File: config.mk
export PLATFORM = sky130hd
export DESIGN_NAME = tone_note_queue_sequencer
export DESIGN_NICKNAME = d
export VERILOG_FILES = /design/src/rtl/core/tnqs_pkg.sv /design/src/rtl/core/tnqs_ctrl.sv /design/src/rtl/core/tnqs_datapath.sv /design/src/rtl/core/tone_note_queue_sequencer.sv
export SDC_FILE = /design/constraint.sdc
export NUM_CORES = 1
export LEC_CHECK = 0
export BUFFER_PORTS_ARGS = -buffer_cell sky130_fd_sc_hd__buf_4
export CORE_MARGIN = 4
export CORE_UTILIZATION = 30
export DETAILED_ROUTE_END_ITERATION = 6
export PLACE_DENSITY_LB_ADDON = 0.3
export REMOVE_ABC_BUFFERS = 1
export SLEW_MARGIN = 0
export SYNTH_ARGS = -nofsm -noshare
export SYNTH_HDL_FRONTEND = slang
export SYNTH_SLANG_ARGS = --single-unit
File: constraint.sdc
create_clock -name clk -period 4.8 [get_ports clk]
set_input_delay 0.24 -clock clk [delete_from_list [all_inputs] [get_ports clk]]
set_output_delay 0.24 -clock clk [all_outputs]
set_load 0.02 [all_outputs]
File: src/rtl/core/tnqs_pkg.sv
package tnqs_pkg;

  // queue sizing
  localparam int QUEUE_DEPTH = 8;
  localparam int IDX_W       = (QUEUE_DEPTH > 1) ? $clog2(QUEUE_DEPTH) : 1;
  localparam int CNT_W       = $clog2(QUEUE_DEPTH + 1);
  localparam int SUM_W       = IDX_W + 1;

  localparam logic [IDX_W-1:0] HEAD_LAST  = IDX_W'(QUEUE_DEPTH - 1);
  localparam logic [CNT_W-1:0] FILL_FULL  = CNT_W'(QUEUE_DEPTH);
  localparam logic [SUM_W-1:0] DEPTH_SUM  = SUM_W'(QUEUE_DEPTH);

  // input word codes
  typedef enum logic [1:0] {
    MODE_TICK = 2'd0,
    MODE_ENQ  = 2'd1,
    MODE_STOP = 2'd2,
    MODE_NOP  = 2'd3
  } mode_t;

  // playback state
  typedef enum logic [1:0] {
    ST_IDLE,
    ST_NOTE,
    ST_GAP
  } play_state_t;

  typedef struct packed {
    logic [1:0]  mode;
    logic [15:0] freq_hz;
    logic [15:0] duration_ms;
  } in_word_t;

  typedef struct packed {
    logic        tone_on;
    logic [15:0] tone_freq;
    logic        playing;
    logic        dropped;
  } out_word_t;

  // controller to datapath
  typedef struct packed {
    logic store_write;
    logic load_note;
    logic load_bypass;
    logic load_gap;
    logic count_down;
    logic clear;
    logic out_load;
    logic tone_on;
    logic playing;
    logic dropped;
  } dp_cmd_t;

  // datapath to controller
  typedef struct packed {
    logic fill_zero;
    logic fill_full;
    logic gap_zero;
    logic rem_le1;
  } dp_status_t;

endpackage

File: src/rtl/core/tnqs_ctrl.sv
module tnqs_ctrl (
  input  logic                 clk,
  input  logic                 rst,
  input  logic                 in_valid,
  output logic                 in_stall,
  input  logic [1:0]           in_mode,
  output logic                 out_valid,
  input  logic                 out_stall,
  input  tnqs_pkg::dp_status_t status,
  output tnqs_pkg::dp_cmd_t    cmd
);

  tnqs_pkg::play_state_t state;
  tnqs_pkg::play_state_t state_next;
  logic                  out_valid_next;
  logic                  accept;

  // one word in flight, taken while the result register is free or draining
  assign in_stall = out_valid & out_stall;
  assign accept   = in_valid & ~in_stall;

  always_comb begin
    if (accept) begin
      out_valid_next = 1'b1;
    end else if (out_stall) begin
      out_valid_next = out_valid;
    end else begin
      out_valid_next = 1'b0;
    end
  end

  always_ff @(posedge clk) begin
    if (rst) begin
      state     <= tnqs_pkg::ST_IDLE;
      out_valid <= 1'b0;
    end else begin
      state     <= state_next;
      out_valid <= out_valid_next;
    end
  end

  // next playback state
  always_comb begin
    state_next = state;
    if (accept) begin
      case (tnqs_pkg::mode_t'(in_mode))
        tnqs_pkg::MODE_TICK: begin
          case (state)
            tnqs_pkg::ST_NOTE: begin
              if (status.rem_le1) begin
                if (!status.fill_zero && !status.gap_zero) begin
                  state_next = tnqs_pkg::ST_GAP;
                end else if (!status.fill_zero) begin
                  state_next = tnqs_pkg::ST_NOTE;
                end else begin
                  state_next = tnqs_pkg::ST_IDLE;
                end
              end
            end
            tnqs_pkg::ST_GAP: begin
              if (status.rem_le1) begin
                state_next = status.fill_zero ? tnqs_pkg::ST_IDLE : tnqs_pkg::ST_NOTE;
              end
            end
            default: state_next = state;
          endcase
        end
        tnqs_pkg::MODE_ENQ: begin
          if (!status.fill_full && state == tnqs_pkg::ST_IDLE) begin
            state_next = tnqs_pkg::ST_NOTE;
          end
        end
        tnqs_pkg::MODE_STOP: state_next = tnqs_pkg::ST_IDLE;
        default:             state_next = state;
      endcase
    end
  end

  // datapath commands
  always_comb begin
    cmd          = '0;
    cmd.tone_on  = (state_next == tnqs_pkg::ST_NOTE);
    cmd.playing  = (state_next != tnqs_pkg::ST_IDLE);
    if (accept) begin
      cmd.out_load = 1'b1;
      case (tnqs_pkg::mode_t'(in_mode))
        tnqs_pkg::MODE_TICK: begin
          case (state)
            tnqs_pkg::ST_NOTE: begin
              if (status.rem_le1) begin
                if (!status.fill_zero && !status.gap_zero) begin
                  cmd.load_gap = 1'b1;
                end else if (!status.fill_zero) begin
                  cmd.load_note = 1'b1;
                end
              end else begin
                cmd.count_down = 1'b1;
              end
            end
            tnqs_pkg::ST_GAP: begin
              if (status.rem_le1) begin
                cmd.load_note = ~status.fill_zero;
              end else begin
                cmd.count_down = 1'b1;
              end
            end
            default: cmd.count_down = 1'b0;
          endcase
        end
        tnqs_pkg::MODE_ENQ: begin
          if (status.fill_full) begin
            cmd.dropped = 1'b1;
          end else if (state == tnqs_pkg::ST_IDLE) begin
            cmd.load_bypass = 1'b1;
          end else begin
            cmd.store_write = 1'b1;
          end
        end
        tnqs_pkg::MODE_STOP: cmd.clear = 1'b1;
        default:             cmd.clear = 1'b0;
      endcase
    end
  end

endmodule

File: src/rtl/core/tnqs_datapath.sv
module tnqs_datapath (
  input  logic                 clk,
  input  logic                 rst,
  input  logic                 cfg_we,
  input  logic [15:0]          cfg_data,
  input  tnqs_pkg::in_word_t   in_data,
  output tnqs_pkg::out_word_t  out_data,
  input  tnqs_pkg::dp_cmd_t    cmd,
  output tnqs_pkg::dp_status_t status
);

  logic [15:0]                note_freq_store [tnqs_pkg::QUEUE_DEPTH];
  logic [15:0]                note_len_store  [tnqs_pkg::QUEUE_DEPTH];
  logic [tnqs_pkg::IDX_W-1:0] queue_head;
  logic [tnqs_pkg::CNT_W-1:0] queue_fill;
  logic [15:0]                remaining_ms;
  logic [15:0]                current_freq;
  logic [15:0]                current_freq_next;
  logic [15:0]                gap_ms;

  logic [tnqs_pkg::IDX_W-1:0] head_inc;
  logic [tnqs_pkg::SUM_W-1:0] tail_sum;
  logic [tnqs_pkg::IDX_W-1:0] tail;

  // ring pointers
  assign head_inc = (queue_head == tnqs_pkg::HEAD_LAST) ? '0 : queue_head + 1'b1;
  assign tail_sum = {1'b0, queue_head} + tnqs_pkg::SUM_W'(queue_fill);
  assign tail     = (tail_sum >= tnqs_pkg::DEPTH_SUM)
                  ? tnqs_pkg::IDX_W'(tail_sum - tnqs_pkg::DEPTH_SUM)
                  : tnqs_pkg::IDX_W'(tail_sum);

  assign status.fill_zero = (queue_fill == '0);
  assign status.fill_full = (queue_fill == tnqs_pkg::FILL_FULL);
  assign status.gap_zero  = (gap_ms == 16'd0);
  assign status.rem_le1   = (remaining_ms[15:1] == 15'd0);

  // gap register
  always_ff @(posedge clk) begin
    if (rst) begin
      gap_ms <= 16'd0;
    end else if (cfg_we) begin
      gap_ms <= cfg_data;
    end
  end

  // note store, written at the tail
  always_ff @(posedge clk) begin
    if (cmd.store_write) begin
      note_freq_store[tail] <= in_data.freq_hz;
      note_len_store[tail]  <= in_data.duration_ms;
    end
  end

  // queue pointers
  always_ff @(posedge clk) begin
    if (rst || cmd.clear) begin
      queue_head <= '0;
      queue_fill <= '0;
    end else if (cmd.load_note) begin
      queue_head <= head_inc;
      queue_fill <= queue_fill - 1'b1;
    end else if (cmd.load_bypass) begin
      queue_head <= head_inc;
    end else if (cmd.store_write) begin
      queue_fill <= queue_fill + 1'b1;
    end
  end

  // sounding note frequency
  always_comb begin
    if (cmd.load_note) begin
      current_freq_next = note_freq_store[queue_head];
    end else if (cmd.load_bypass) begin
      current_freq_next = in_data.freq_hz;
    end else begin
      current_freq_next = current_freq;
    end
  end

  // countdown and note register
  always_ff @(posedge clk) begin
    if (rst) begin
      remaining_ms <= 16'd0;
      current_freq <= 16'd0;
    end else begin
      current_freq <= current_freq_next;
      if (cmd.load_note) begin
        remaining_ms <= note_len_store[queue_head];
      end else if (cmd.load_bypass) begin
        remaining_ms <= in_data.duration_ms;
      end else if (cmd.load_gap) begin
        remaining_ms <= gap_ms;
      end else if (cmd.count_down) begin
        remaining_ms <= remaining_ms - 16'd1;
      end
    end
  end

  // result register
  always_ff @(posedge clk) begin
    if (cmd.out_load) begin
      out_data.tone_on   <= cmd.tone_on;
      out_data.tone_freq <= cmd.tone_on ? current_freq_next : 16'd0;
      out_data.playing   <= cmd.playing;
      out_data.dropped   <= cmd.dropped;
    end
  end

endmodule

File: src/rtl/core/tone_note_queue_sequencer.sv
// channel  direction  word                      handshake
// in       input      in_data (mode/freq/dur)   in_valid, in_stall
// out      output     out_data (tone/status)    out_valid, out_stall
// cfg      input      cfg_data (gap_ms)         cfg_we
//
// each word is handled at the accepting edge, where the state update and the result
// register load happen; the result shows in the following cycle
// one word per cycle while out_stall is low; in_stall follows a held result
// rst is synchronous: queue empty, idle, gap_ms zero, no result pending
module tone_note_queue_sequencer (
  input  logic                clk,
  input  logic                rst,
  input  logic                in_valid,
  output logic                in_stall,
  input  tnqs_pkg::in_word_t  in_data,
  output logic                out_valid,
  input  logic                out_stall,
  output tnqs_pkg::out_word_t out_data,
  input  logic                cfg_we,
  input  logic [15:0]         cfg_data
);

  tnqs_pkg::dp_cmd_t    cmd;
  tnqs_pkg::dp_status_t status;

  // playback control
  tnqs_ctrl u_ctrl (
    .clk       (clk),
    .rst       (rst),
    .in_valid  (in_valid),
    .in_stall  (in_stall),
    .in_mode   (in_data.mode),
    .out_valid (out_valid),
    .out_stall (out_stall),
    .status    (status),
    .cmd       (cmd)
  );

  // queue, countdown and result register
  tnqs_datapath u_datapath (
    .clk      (clk),
    .rst      (rst),
    .cfg_we   (cfg_we),
    .cfg_data (cfg_data),
    .in_data  (in_data),
    .out_data (out_data),
    .cmd      (cmd),
    .status   (status)
  );

endmodule
==> results of run 1 <==
-- routing by layer --
layer | vias to the layer above | routed length (um) | GRT usage, %
met2 | 207 | 15700 | 21.6
met3 | 42 | 1710 | 2.69
met4 | 2 | 514 | 2.88
li1 | 3613 | - | -
met1 | 4066 | 15400 | 18.9
met5 | - | 7 | 0
-- logic make-up (layout without fill, tap and decap cells) --
kind of cell / count (synthesis) / after routing / synth area share, %
buffers and inverters: 58 / 226 / 1.75
AO/OA/AOI/OAI: 116 / 116 / 5.84
adder cells (fa/ha/maj): 11 / 11 / 1.11
AND/OR/NAND/NOR: 187 / 187 / 6.81
multiplexers: 115 / 115 / 14.3
flip-flops: 336 / 336 / 69.2
XOR/XNOR: 16 / 16 / 1.02
other: 0 / 2 / 0
-- final timing paths --
kind / startpoint / end / slack (ns) / cells past startpoint
hold / removal: out_stall / u_ctrl.out_valid$_SDFFE_PP0P_ / 0.07 / 3
setup / recovery: u_ctrl.state[0]$_SDFF_PP0_ / u_datapath.out_data[7]$_SDFFCE_PP0P_ / 1.44 / 8
setup reg to reg: u_ctrl.state[0]$_SDFF_PP0_ / u_datapath.out_data[7]$_SDFFCE_PP0P_ / 1.44 / 8
hold reg to reg: u_datapath.current_freq[0]$_SDFF_PP0_ / u_datapath.current_freq[0]$_SDFF_PP0_ / 0.50 / 2
-- cell usage after synthesis (all sizes together) (3+ instances only) --
cell type / instances / area share, %
o221a: 4 / 0.33
xor2: 9 / 0.58
a31oi: 15 / 0.68
nor3: 10 / 0.37
dfxtp: 61 / 8.9
xnor2: 7 / 0.45
inv: 11 / 0.30
nor2: 101 / 2.9
nand3: 15 / 0.55
a21oi: 18 / 0.66
clkbuf: 26 / 0.71
ha: 9 / 0.82
o22ai: 8 / 0.37
a221oi: 16 / 1.0
a211oi: 5 / 0.27
and2: 3 / 0.14
nand4: 3 / 0.14
buf: 21 / 0.74
or3: 4 / 0.18
nor4: 11 / 0.88
nor4b: 3 / 0.19
and3: 7 / 0.32
a211o: 4 / 0.26
o21ai: 27 / 0.99
nand2b: 4 / 0.18
edfxtp: 275 / 60
mux4: 64 / 11
o211ai: 4 / 0.22
mux2i: 49 / 3.6
nand2: 16 / 0.44
-- cells in the final DEF, fill, tap and decap left out, types with 8 or more instances in the layout --
cell / instances
sky130_fd_sc_hd__xor2_1: 9
sky130_fd_sc_hd__clkbuf_16: 38
sky130_fd_sc_hd__clkinv_2: 8
sky130_fd_sc_hd__nand3_1: 15
sky130_fd_sc_hd__mux4_2: 64
sky130_fd_sc_hd__ha_1: 9
sky130_fd_sc_hd__a221oi_1: 16
sky130_fd_sc_hd__inv_1: 11
sky130_fd_sc_hd__o21ai_0: 26
sky130_fd_sc_hd__a31oi_1: 15
sky130_fd_sc_hd__edfxtp_1: 275
sky130_fd_sc_hd__dfxtp_1: 58
sky130_fd_sc_hd__nand2_1: 16
sky130_fd_sc_hd__a21oi_1: 17
sky130_fd_sc_hd__nor2_1: 90
sky130_fd_sc_hd__o22ai_1: 8
sky130_fd_sc_hd__dlygate4sd3_1: 49
sky130_fd_sc_hd__mux2i_1: 49
sky130_fd_sc_hd__buf_4: 97
-- state kept, by name, summed over array words and instances, names as in the netlist, named ones only --
signal and cells:
u_datapath.note_freq_store 128, u_ctrl.state 2, u_datapath.remaining_ms 16, u_datapath.gap_ms 16, u_datapath.note_len_store 128, u_datapath.queue_fill 4, u_datapath.queue_head 3, u_ctrl.out_valid 1
u_datapath.out_data 19, u_datapath.current_freq 16
-- power by group --
group          internal [mW]  leakage, nW  switching, mW
combinational          0.204         1.99          0.260
sequential              3.19         2.99         0.0424
clock                   1.73        0.617           1.17
total                   5.12         5.60           1.47
-- worst register-to-register path, delay by kind of cell (launching register included) --
kind                       cells  cell delay [ns]
and+or+nand+nor                2             0.73
DFF                            1             0.35
buffers and inverters          2             0.15
AOI/OAI and AO/OA              3             1.66
adders and majority gates      1             0.32
-- stage by stage --
step / setup slack (ns) / instances / utilization, % / hold slack [ns]
5_1_grt: 1.11 / 1609 / 37.1 / 0.0841
2_1_floorplan: 0.290 / 792 / - / 0.312
3_5_place_dp: 1.45 / 1490 / 33.3 / 0.460
3_3_place_gp: 1.57 / 1490 / 33.3 / 0.458
4_1_cts: 1.45 / 1607 / 37.1 / 0.0555
6_report: 1.44 / 1609 / 37.1 / 0.0681
-- area by class of cell --
type / instances / area [um^2] / area share (%)
diodes: 2 / 5.00 / 0.0298
inverters: 11 / 41.3 / 0.246
clock buffers: 46 / 1010 / 6.01
repair buffers: 147 / 1240 / 7.37
flip-flops and latches: 336 / 9490 / 56.4
clock inverters: 22 / 240 / 1.43
well taps: 600 / 751 / 4.46
multi-input cells: 445 / 4040 / 24.0
-- what timing repair did --
action,in CTS,in global routing
endpoints found under the hold margin,273,0
buffers inserted,0,0
hold buffers,49,0
resized for setup,0,0
==> Implementation_results.wiki, run 1 <==
{| class="wikitable"
! Metric !! Value
|-
| Drt wl/cell || 20.7 um
|-
| Fillers || 4280
|-
| Pin count of the biggest net entering global routing || 49
|-
| Clock latency of the later-clocked register in the worst-skew pair || approximately 0.54 ns
|-
| Ordered list of cells on the worst path || inv_1 > ha_1 > inv_1 > nor4_2 > o2111ai_4 > o221a_1 > a211o_1 > nor2_1
|-
| Sequential fraction of the synthesis area || 69.2%
|-
| Final routed wirelength across all metal layers || 33400 um
|-
| Global routing usage summed across all routing layers || 13.4%
|-
| Syn_area_per_cell || 16.3 um^2
|-
| Antenna Nets Post-Route || 0
|-
| Number of buffers on the longest clock path || 3
|-
| Largest voltage drop on the vdd net || 246 uV
|-
| Number of maximum-capacitance violations || 0
|-
| Master cell of the clock root buffer || sky130_fd_sc_hd__clkbuf_16
|-
| Number of storage elements in the synthesis netlist || about 340
|-
| Count of nets after finishing || 1044
|-
| First-pass GRT wire length || between 50000 and 60000 um
|-
| Die Footprint || just under 50000 um^2
|-
| Kind of launch point of the worst setup path || flop
|-
| DR iter-0 viols || around 650
|-
| Ports || 76
|-
| Tot Pwr || 6.59 mW
|-
| Residual overflow from global routing || 0
|-
| Clock-pin slew on the worst setup and hold paths || 0.06 ns
|-
| Timing-limited maximum frequency || 297 MHz
|-
| Antenna violations before repair || 3
|-
| Critical path's most frequent cell || sky130_fd_sc_hd__inv_1
|-
| Final slew viol count || 0
|-
| Critical path's largest stage delay || 0.66 ns
|-
| Core region area || 45300 um^2
|-
| Worst-path fanout max || 19
|-
| Total iterations of the first detailed-routing run || 5
|-
| Final setup violation count || 0
|-
| Post-synthesis cell count || 839
|-
| Maximum level of the CTS H-tree || 2
|-
| Synth Cell Area || 13700 um^2
|-
| Post-route minimum period || 3.36 ns
|-
| Clock Sink Count || 336
|-
| Arrival time worst endpoint || 3.73 ns
|-
| Via-to-Cell Ratio || 4.93
|-
| Number of synthesized flops with an enable pin || 275
|-
| Placed inst area || 15100 um^2
|-
| Post-route clock period utilization || 70.1%
|-
| Via count || 7930
|-
| Area of all placed cells without fillers || around 17000 um^2
|-
| Area delta synth->final || 22.8%
|-
| Worst endpoint required time || just over 5 ns
|-
| Starting density of the core || 30.3%
|-
| Vert. Die Dim || 222 um
|-
| Share of post-route cells with drive strength above 1 || 25.0%
|-
| Run status || complete, no violations
|-
| Worst path top cell family by delay || compound AO/OA/AOI/OAI gates
|-
| Number of buffers created by CTS || 37
|-
| Proportion of synthesized flip-flops having asynchronous set or reset || 0%
|-
| Critical Path End Type || flop
|-
| Leakage power summed over all cells || 5.60 nW
|-
| Most used flip-flop cell after synthesis || sky130_fd_sc_hd__edfxtp_1
|-
| Max Clock Skew || 0.0203 ns
|-
| Worst slew slack as a fraction of its limit || between 20% and 30%
|-
| Die boundary width || around 220 um
|-
| Type of the worst setup path || flop to flop
|-
| Critical path buffer and inverter count || 2
|-
| Worst hold path type || primary input to flop
|-
| Core Rows || 78
|-
| Count of input and output buffers || 75
|-
| Number of distinct library cells after synthesis || 60
|-
| Power Density || slightly below 400 nW/um^2
|-
| Final setup TNS || 0 ns
|-
| Worst-path cell with the longest stage delay || sky130_fd_sc_hd__a211o_1
|-
| RSZ-0062 raised after global routing || no
|-
| Clock tree from TritonCTS || yes
|-
| Transition time of the tightest slew-check pin || 1.11 ns
|-
| Total number of yosys warnings || 0
|-
| Count of endpoints failing hold in the final timing report || 0
|-
| Placer congestion estimate || 0.838
|-
| Count of unresolved DRC violations after routing || 0
|-
| Via count of the first global-routing pass || ~8300
|-
| Placed wire-length estimate || roughly 20000 um
|}
(Power assumes the default switching activity.)
==> run 2: changes to the inputs <==
==> constraint.sdc (replaced) <==
create_clock -name clk -period 3.15 [get_ports clk]
set_input_delay 0.1575 -clock clk [delete_from_list [all_inputs] [get_ports clk]]
set_output_delay 0.1575 -clock clk [all_outputs]
set_load 0.02 [all_outputs]
==> Implementation_results.wiki, run 2 (synthesis gave the netlist of run 1 again) <==
{| class="wikitable"
! Metric !! Value
|-
| Clock-pin slew on the worst setup and hold paths || 0.06 ns (about the same)
|-
| Via-to-Cell Ratio || 4.86 (-1.3%)
|-
| Final routed wirelength across all metal layers || 33300 um (-0.18%)
|-
| Placed inst area || 15200 um^2 (+1.1%)
|-
| Maximum level of the CTS H-tree || 2 (unchanged)
|-
| Count of unresolved DRC violations after routing || 0 (unchanged)
|-
| Master cell of the clock root buffer || sky130_fd_sc_hd__clkbuf_16
|-
| Vert. Die Dim || 222 um (unchanged)
|-
| Critical Path End Type || flop
|-
| Count of endpoints failing hold in the final timing report || 0 (unchanged)
|-
| Post-route minimum period || 2.87 ns (-0.489 ns)
|-
| Residual overflow from global routing || 0 (unchanged)
|-
| Run status || complete, no violations
|-
| Via count of the first global-routing pass || 8382 (+0.54%)
|-
| Worst slew slack as a fraction of its limit || 14.6% (-11 points)
|-
| Placer congestion estimate || 0.856 (+2.1%)
|-
| Ports || 76 (unchanged)
|-
| Leading cell types in the layout, fill and taps excluded || 275 x sky130_fd_sc_hd__edfxtp_1, 112 x sky130_fd_sc_hd__buf_4, 90 x sky130_fd_sc_hd__nor2_1, 64 x sky130_fd_sc_hd__mux4_2, 58 x sky130_fd_sc_hd__dfxtp_1
|-
| Post-route clock period utilization || 91.2% (+21 points)
|-
| Final slew viol count || 0 (unchanged)
|-
| Kind of launch point of the worst setup path || flop
|-
| Clock Sink Count || 336 (unchanged)
|-
| Clock tree from TritonCTS || yes
|-
| Sequential cell area || 9490 um^2 (unchanged)
|-
| Fillers || 4285 (+0.12%)
|-
| Die boundary width || 222 um (unchanged)
|-
| Total iterations of the first detailed-routing run || 4 (-1)
|-
| Tot Pwr || 10.0 mW (+52%)
|-
| Transition time of the tightest slew-check pin || 1.27 ns (+0.160 ns)
|-
| Antenna Nets Post-Route || 0 (unchanged)
|-
| First-pass GRT wire length || 51100 um (-0.71%)
|-
| Count of nets after finishing || 1062 (+1.7%)
|-
| Via count || 7896 (-0.43%)
|-
| Worst hold path type || primary input to flop
|-
| Global routing usage summed across all routing layers || 13.4% (-0.028 points)
|-
| DR iter-0 viols || 519 (-20%)
|-
| Top Registers || u_datapath.note_freq_store (128), u_datapath.note_len_store (128), u_datapath.out_data (19)
|-
| Type of the worst setup path || flop to flop
|-
| Pin count of the biggest net entering global routing || 36 (-27%)
|-
| Clock latency of the later-clocked register in the worst-skew pair || 0.53 ns (about the same)
|-
| Antenna violations before repair || 1 (-2)
|-
| Die Footprint || 49100 um^2 (unchanged)
|-
| Area delta synth->final || 23.9%
|-
| Number of buffers on the longest clock path || 3 (unchanged)
|-
| Number of buffers created by CTS || 36 (-2.7%)
|-
| Area of all placed cells without fillers || 17000 um^2 (+0.91%)
|-
| Final setup violation count || 0 (unchanged)
|-
| Drt wl/cell || 20.5 um (-1.1%)
|-
| Core Rows || 78 (unchanged)
|-
| RSZ-0062 raised after global routing || no
|-
| Final-layout worst hold slack || 0.0914 ns (+0.0233 ns)
|-
| Power Density || 591 nW/um^2 (+51%)
|-
| Max Clock Skew || 0.0163 ns (-0.00401 ns)
|-
| Final design utilization || 37.5% (+0.34 points)
|-
| Core region area || 45300 um^2 (unchanged)
|-
| Number of maximum-capacitance violations || 0 (unchanged)
|-
| Worst endpoint required time || 3.51 ns (-1.66 ns)
|-
| Starting density of the core || 30.3% (unchanged)
|-
| Multi-input gate area in the final layout || 4040 um^2 (unchanged)
|-
| Most common cell after layout, fill and taps aside || sky130_fd_sc_hd__edfxtp_1
|-
| Arrival time worst endpoint || 3.24 ns (-0.49 ns)
|-
| Largest voltage drop on the vdd net || 330 uV (+34%)
|-
| Timing-limited maximum frequency || 348 MHz (+17%)
|-
| Placed wire-length estimate || 20500 um (+2.8%)
|-
| Worst-path fanout max || 4 (-15)
|-
| CTS-repair resized insts || 0 (unchanged)
|-
| Share of post-route cells with drive strength above 1 || 26.0% (+0.98 points)
|-
| Count of input and output buffers || 75 (unchanged)
|-
| Leakage power summed over all cells || 5.69 nW (+1.5%)
|}
==> run 2: metrics by stage <==
stage | setup TNS (ns) | cells | worst slack [ns]
after global routing | 0 | 1624 | 0.0222
after detailed placement | 0 | 1508 | 0.297
after global placement | 0 | 1508 | 0.337
after CTS | 0 | 1623 | 0.270
after floorplan | -281.16 | 792 | -1.36
final | 0 | 1624 | 0.276
==> run 2: per-layer routing <==
layer | up-vias | part of all wire [%] | track usage, %
met1 | 4028 | 47 | 19.3
met4 | 0 | 1.7 | 3.00
li1 | 3642 | - | -
met2 | 183 | 47 | 21.3
met3 | 43 | 4.9 | 2.36
met5 | - | 0 | 0
==> run 2: path summary, 6_finish.rpt <==
| kind | slack [ns] | depth (start not counted) | start | to |
|---|---|---|---|---|
| worst max-delay path | 0.28 | 12 | u_ctrl.state[0]$_SDFF_PP0_ | u_datapath.queue_fill[3]$_SDFFE_PP0P_ |
| worst min-delay path | 0.09 | 3 | cfg_we | u_datapath.gap_ms[11]$_SDFFE_PP0P_ |
| worst max register to register | 0.28 | 12 | u_ctrl.state[0]$_SDFF_PP0_ | u_datapath.queue_fill[3]$_SDFFE_PP0P_ |
| worst min register to register | 0.50 | 2 | u_datapath.current_freq[6]$_SDFF_PP0_ | u_datapath.current_freq[6]$_SDFF_PP0_ |
==> run 2: layout make-up <==
cell class / instances / share of cell area, %
clock buffers: 47 / 5.91
repair buffers: 166 / 8.38
inverters: 11 / 0.243
flip-flops and latches: 336 / 55.9
diodes: 1 / 0.0147
well taps: 600 / 4.42
multi-input cells: 445 / 23.8
clock inverters: 18 / 1.30
==> run 2: timing repair <==
item                                   in CTS  in global routing
buffers inserted                            0                  0
endpoints found under the hold margin     290                  0
hold buffers                               50                  0
==> run 2: power by group <==
group | internal [mW] | leakage (nW) | switching [mW]
sequential | 4.85 | 2.99 | 0.0582
combinational | 0.323 | 2.10 | 0.407
clock | 2.66 | 0.596 | 1.73
total | 7.84 | 5.69 | 2.20
==> run 2: worst max-delay path: stages (launching register included) <==
cell	delay, ns
sky130_fd_sc_hd__dfxtp_1	0.36
sky130_fd_sc_hd__inv_1	0.09
sky130_fd_sc_hd__ha_1	0.32
sky130_fd_sc_hd__inv_1	0.06
sky130_fd_sc_hd__nor4_2	0.46
sky130_fd_sc_hd__o2111ai_4	0.24
sky130_fd_sc_hd__inv_1	0.17
sky130_fd_sc_hd__ha_1	0.25
sky130_fd_sc_hd__a21o_1	0.18
sky130_fd_sc_hd__a21oi_1	0.17
sky130_fd_sc_hd__mux2i_1	0.23
sky130_fd_sc_hd__xnor2_1	0.14
sky130_fd_sc_hd__nor2_1	0.05
==> run 3: changes to the inputs <==
--- a/config.mk
+++ b/config.mk
@@ -9,6 +9,7 @@
 export CORE_MARGIN = 4
 export CORE_UTILIZATION = 30
 export DETAILED_ROUTE_END_ITERATION = 6
+export MAX_ROUTING_LAYER = met4
 export PLACE_DENSITY_LB_ADDON = 0.3
 export REMOVE_ABC_BUFFERS = 1
 export SLEW_MARGIN = 0
==> Implementation_results.wiki, run 3 (synthesis gave the netlist of run 1 again) <==
{| class="wikitable"
! Metric !! Value
|-
| Count of unresolved DRC violations after routing || 0 (unchanged)
|-
| Number of buffers created by CTS || 36 (unchanged)
|-
| Timing-limited maximum frequency || 348 MHz (about the same)
|-
| Ordered list of cells on the worst path || inv_1 > ha_1 > inv_1 > nor4_2 > o2111ai_4 > inv_1 > ha_1 > a21o_1 > a21oi_1 > mux2i_1 > xnor2_1 > nor2_1
|-
| Clock-pin slew on the worst setup and hold paths || 0.06 ns (about the same)
|-
| Die boundary width || 222 um (unchanged)
|-
| Number of standard cells in the layout, taps in and fillers out || 1624 (unchanged)
|-
| Core Rows || 78 (unchanged)
|-
| Clock Sink Count || 336 (unchanged)
|-
| Final routed wirelength across all metal layers || 33400 um (+0.27%)
|-
| Count of endpoints failing hold in the final timing report || 0 (unchanged)
|-
| Number of placed instances, taps included || 1508 (unchanged)
|-
| Count of input and output buffers || 75 (unchanged)
|-
| Area delta synth->final || 23.9% (unchanged)
|-
| Critical path's largest stage delay || 0.46 ns (about the same)
|-
| Destination of the critical timing path || u_datapath.queue_fill[3]$_SDFFE_PP0P_
|-
| Worst hold path type || primary input to flop
|-
| Pin count of the biggest net entering global routing || 36 (unchanged)
|-
| Transition time of the tightest slew-check pin || 1.26 ns (-0.00768 ns)
|-
| Run status || complete, no violations
|-
| Leakage power summed over all cells || 5.69 nW (unchanged)
|-
| First-pass GRT wire length || 51100 um (about the same)
|-
| Final slew viol count || 0 (unchanged)
|-
| Post-route worst setup slack || 0.276 ns (+0.000738 ns)
|-
| Worst-path cell with the longest stage delay || sky130_fd_sc_hd__nor4_2
|-
| Most common cell after layout, fill and taps aside || sky130_fd_sc_hd__edfxtp_1
|-
| Top Registers || u_datapath.note_freq_store (128), u_datapath.note_len_store (128), u_datapath.out_data (19)
|-
| Antenna Nets Post-Route || 0 (unchanged)
|-
| Vert. Die Dim || 222 um (unchanged)
|-
| Worst endpoint required time || 3.51 ns (about the same)
|-
| Drt wl/cell || 20.6 um (+0.27%)
|-
| Starting density of the core || 30.3% (unchanged)
|-
| CTS-repair resized insts || 0 (unchanged)
|-
| Worst slew slack as a fraction of its limit || 15.1% (+0.52 points)
|-
| Placed wire-length estimate || 20500 um (unchanged)
|-
| FF-to-FF path depth || 12 (unchanged)
|-
| Placer congestion estimate || 0.870 (+1.6%)
|-
| Placed inst area || 15200 um^2 (unchanged)
|-
| DR iter-0 viols || 482 (-7.1%)
|-
| Post-route minimum period || 2.87 ns (-0.000738 ns)
|-
| Via count || 7900 (+0.051%)
|-
| Global routing usage summed across all routing layers || 13.8% (+0.40 points)
|-
| Core region area || 45300 um^2 (unchanged)
|-
| Leading cell types in the layout, fill and taps excluded || 275 x sky130_fd_sc_hd__edfxtp_1, 112 x sky130_fd_sc_hd__buf_4, 90 x sky130_fd_sc_hd__nor2_1, 64 x sky130_fd_sc_hd__mux4_2, 58 x sky130_fd_sc_hd__dfxtp_1
|-
| Via count of the first global-routing pass || 8374 (-0.095%)
|-
| Power Density || 591 nW/um^2 (about the same)
|-
| Residual overflow from global routing || 0 (unchanged)
|-
| Final design utilization || 37.5% (unchanged)
|-
| Type of the worst setup path || flop to flop
|-
| Largest voltage drop on the vdd net || 331 uV (+0.24%)
|-
| Area of all placed cells without fillers || 17000 um^2 (unchanged)
|-
| Worst-path fanout max || 4 (unchanged)
|-
| CTS hold repair buffers || 50 (unchanged)
|-
| Count of nets after finishing || 1062 (unchanged)
|-
| Critical register-to-register path endpoint || u_datapath.queue_fill[3]$_SDFFE_PP0P_
|-
| Fillers || 4285 (unchanged)
|-
| Clock latency of the later-clocked register in the worst-skew pair || 0.53 ns (about the same)
|-
| Launching instance or port of the critical path || u_ctrl.state[0]$_SDFF_PP0_
|-
| Master cell of the clock root buffer || sky130_fd_sc_hd__clkbuf_16
|-
| Share of post-route cells with drive strength above 1 || 26.0% (unchanged)
|-
| Clock tree from TritonCTS || yes
|-
| Maximum level of the CTS H-tree || 2 (unchanged)
|-
| Register-to-register setup slack || 0.28 ns (about the same)
|-
| Number of maximum-capacitance violations || 0 (unchanged)
|-
| Post-route clock period utilization || 91.2% (about the same)
|-
| RSZ-0062 raised after global routing || no
|-
| Critical Path End Type || flop
|-
| Die Footprint || 49100 um^2 (unchanged)
|-
| Ports || 76 (unchanged)
|-
| Final setup violation count || 0 (unchanged)
|-
| Kind of launch point of the worst setup path || flop
|-
| Tot Pwr || 10.0 mW (about the same)
|-
| Via-to-Cell Ratio || 4.86 (about the same)
|-
| Arrival time worst endpoint || 3.24 ns (about the same)
|-
| Post-CTS setup buffers || 0 (unchanged)
|-
| Reg2reg start || u_ctrl.state[0]$_SDFF_PP0_
|-
| Critical path's most frequent cell || sky130_fd_sc_hd__inv_1
|-
| Number of buffers on the longest clock path || 3 (unchanged)
|-
| Total iterations of the first detailed-routing run || 5 (+1)
|-
| Antenna violations before repair || 1 (unchanged)
|-
| Max Clock Skew || 0.0176 ns (+0.00130 ns)
|-
| Placement Setup Slack || 0.297 ns (unchanged)
|}
[run 3: stage by stage]
step / hold slack (ns) / setup TNS [ns]
5_1_grt: 0.0917 / 0
3_3_place_gp: 0.377 / 0
6_report: 0.0926 / 0
2_1_floorplan: 0.230 / -281.16
4_1_cts: 0.0697 / 0
3_5_place_dp: 0.382 / 0
[run 3: worst min path at each step]
stage	start	endpoint	slack, ns	cells past startpoint
2_1_floorplan	rst	u_datapath.remaining_ms[6]$_SDFFE_PP0P_	0.23	1
3_3_place_gp	in_valid	u_ctrl.out_valid$_SDFFE_PP0P_	0.38	2
3_5_place_dp	in_valid	u_ctrl.out_valid$_SDFFE_PP0P_	0.38	2
4_1_cts	cfg_we	u_datapath.gap_ms[11]$_SDFFE_PP0P_	0.07	3
5_1_grt	cfg_we	u_datapath.gap_ms[8]$_SDFFE_PP0P_	0.09	3
6_report	cfg_we	u_datapath.gap_ms[11]$_SDFFE_PP0P_	0.09	3
[run 3: cell type report]
cell class	instances	area [um^2]	area share [%]
Sequential cell	336	9490	55.9
Multi-Input combinational cell	445	4040	23.8
Timing Repair Buffer	166	1420	8.38
Clock buffer	47	1000	5.91
Tap cell	600	751	4.42
Clock inverter	18	220	1.30
Inverter	11	41.3	0.243
Antenna cell	1	2.50	0.0147
[run 3: layer usage]
layer	track usage, %	share of wire, %	vias to the layer above
li1	-	-	3641
met1	19.4	47	4034
met2	21.3	46	179
met3	2.26	4.5	46
met4	3.00	1.8	0
met5	-	0	-
[run 3: worst max-delay path, delay by kind of cell (launching register included)]
| family | cells | cell delay [ns] |
|---|---|---|
| muxes | 1 | 0.23 |
| DFF | 1 | 0.36 |
| xor gates and xnor gates | 1 | 0.14 |
| buffers and inverters | 3 | 0.33 |
| AOI/OAI and AO/OA | 3 | 0.59 |
| and+or+nand+nor | 2 | 0.51 |
| adders and majority gates | 2 | 0.57 |
[run 3: power by group]
part	leakage, nW	switching [mW]	internal [mW]
registers	2.99	0.0583	4.85
clock network	0.596	1.73	2.66
logic	2.10	0.407	0.323
total	5.69	2.20	7.84
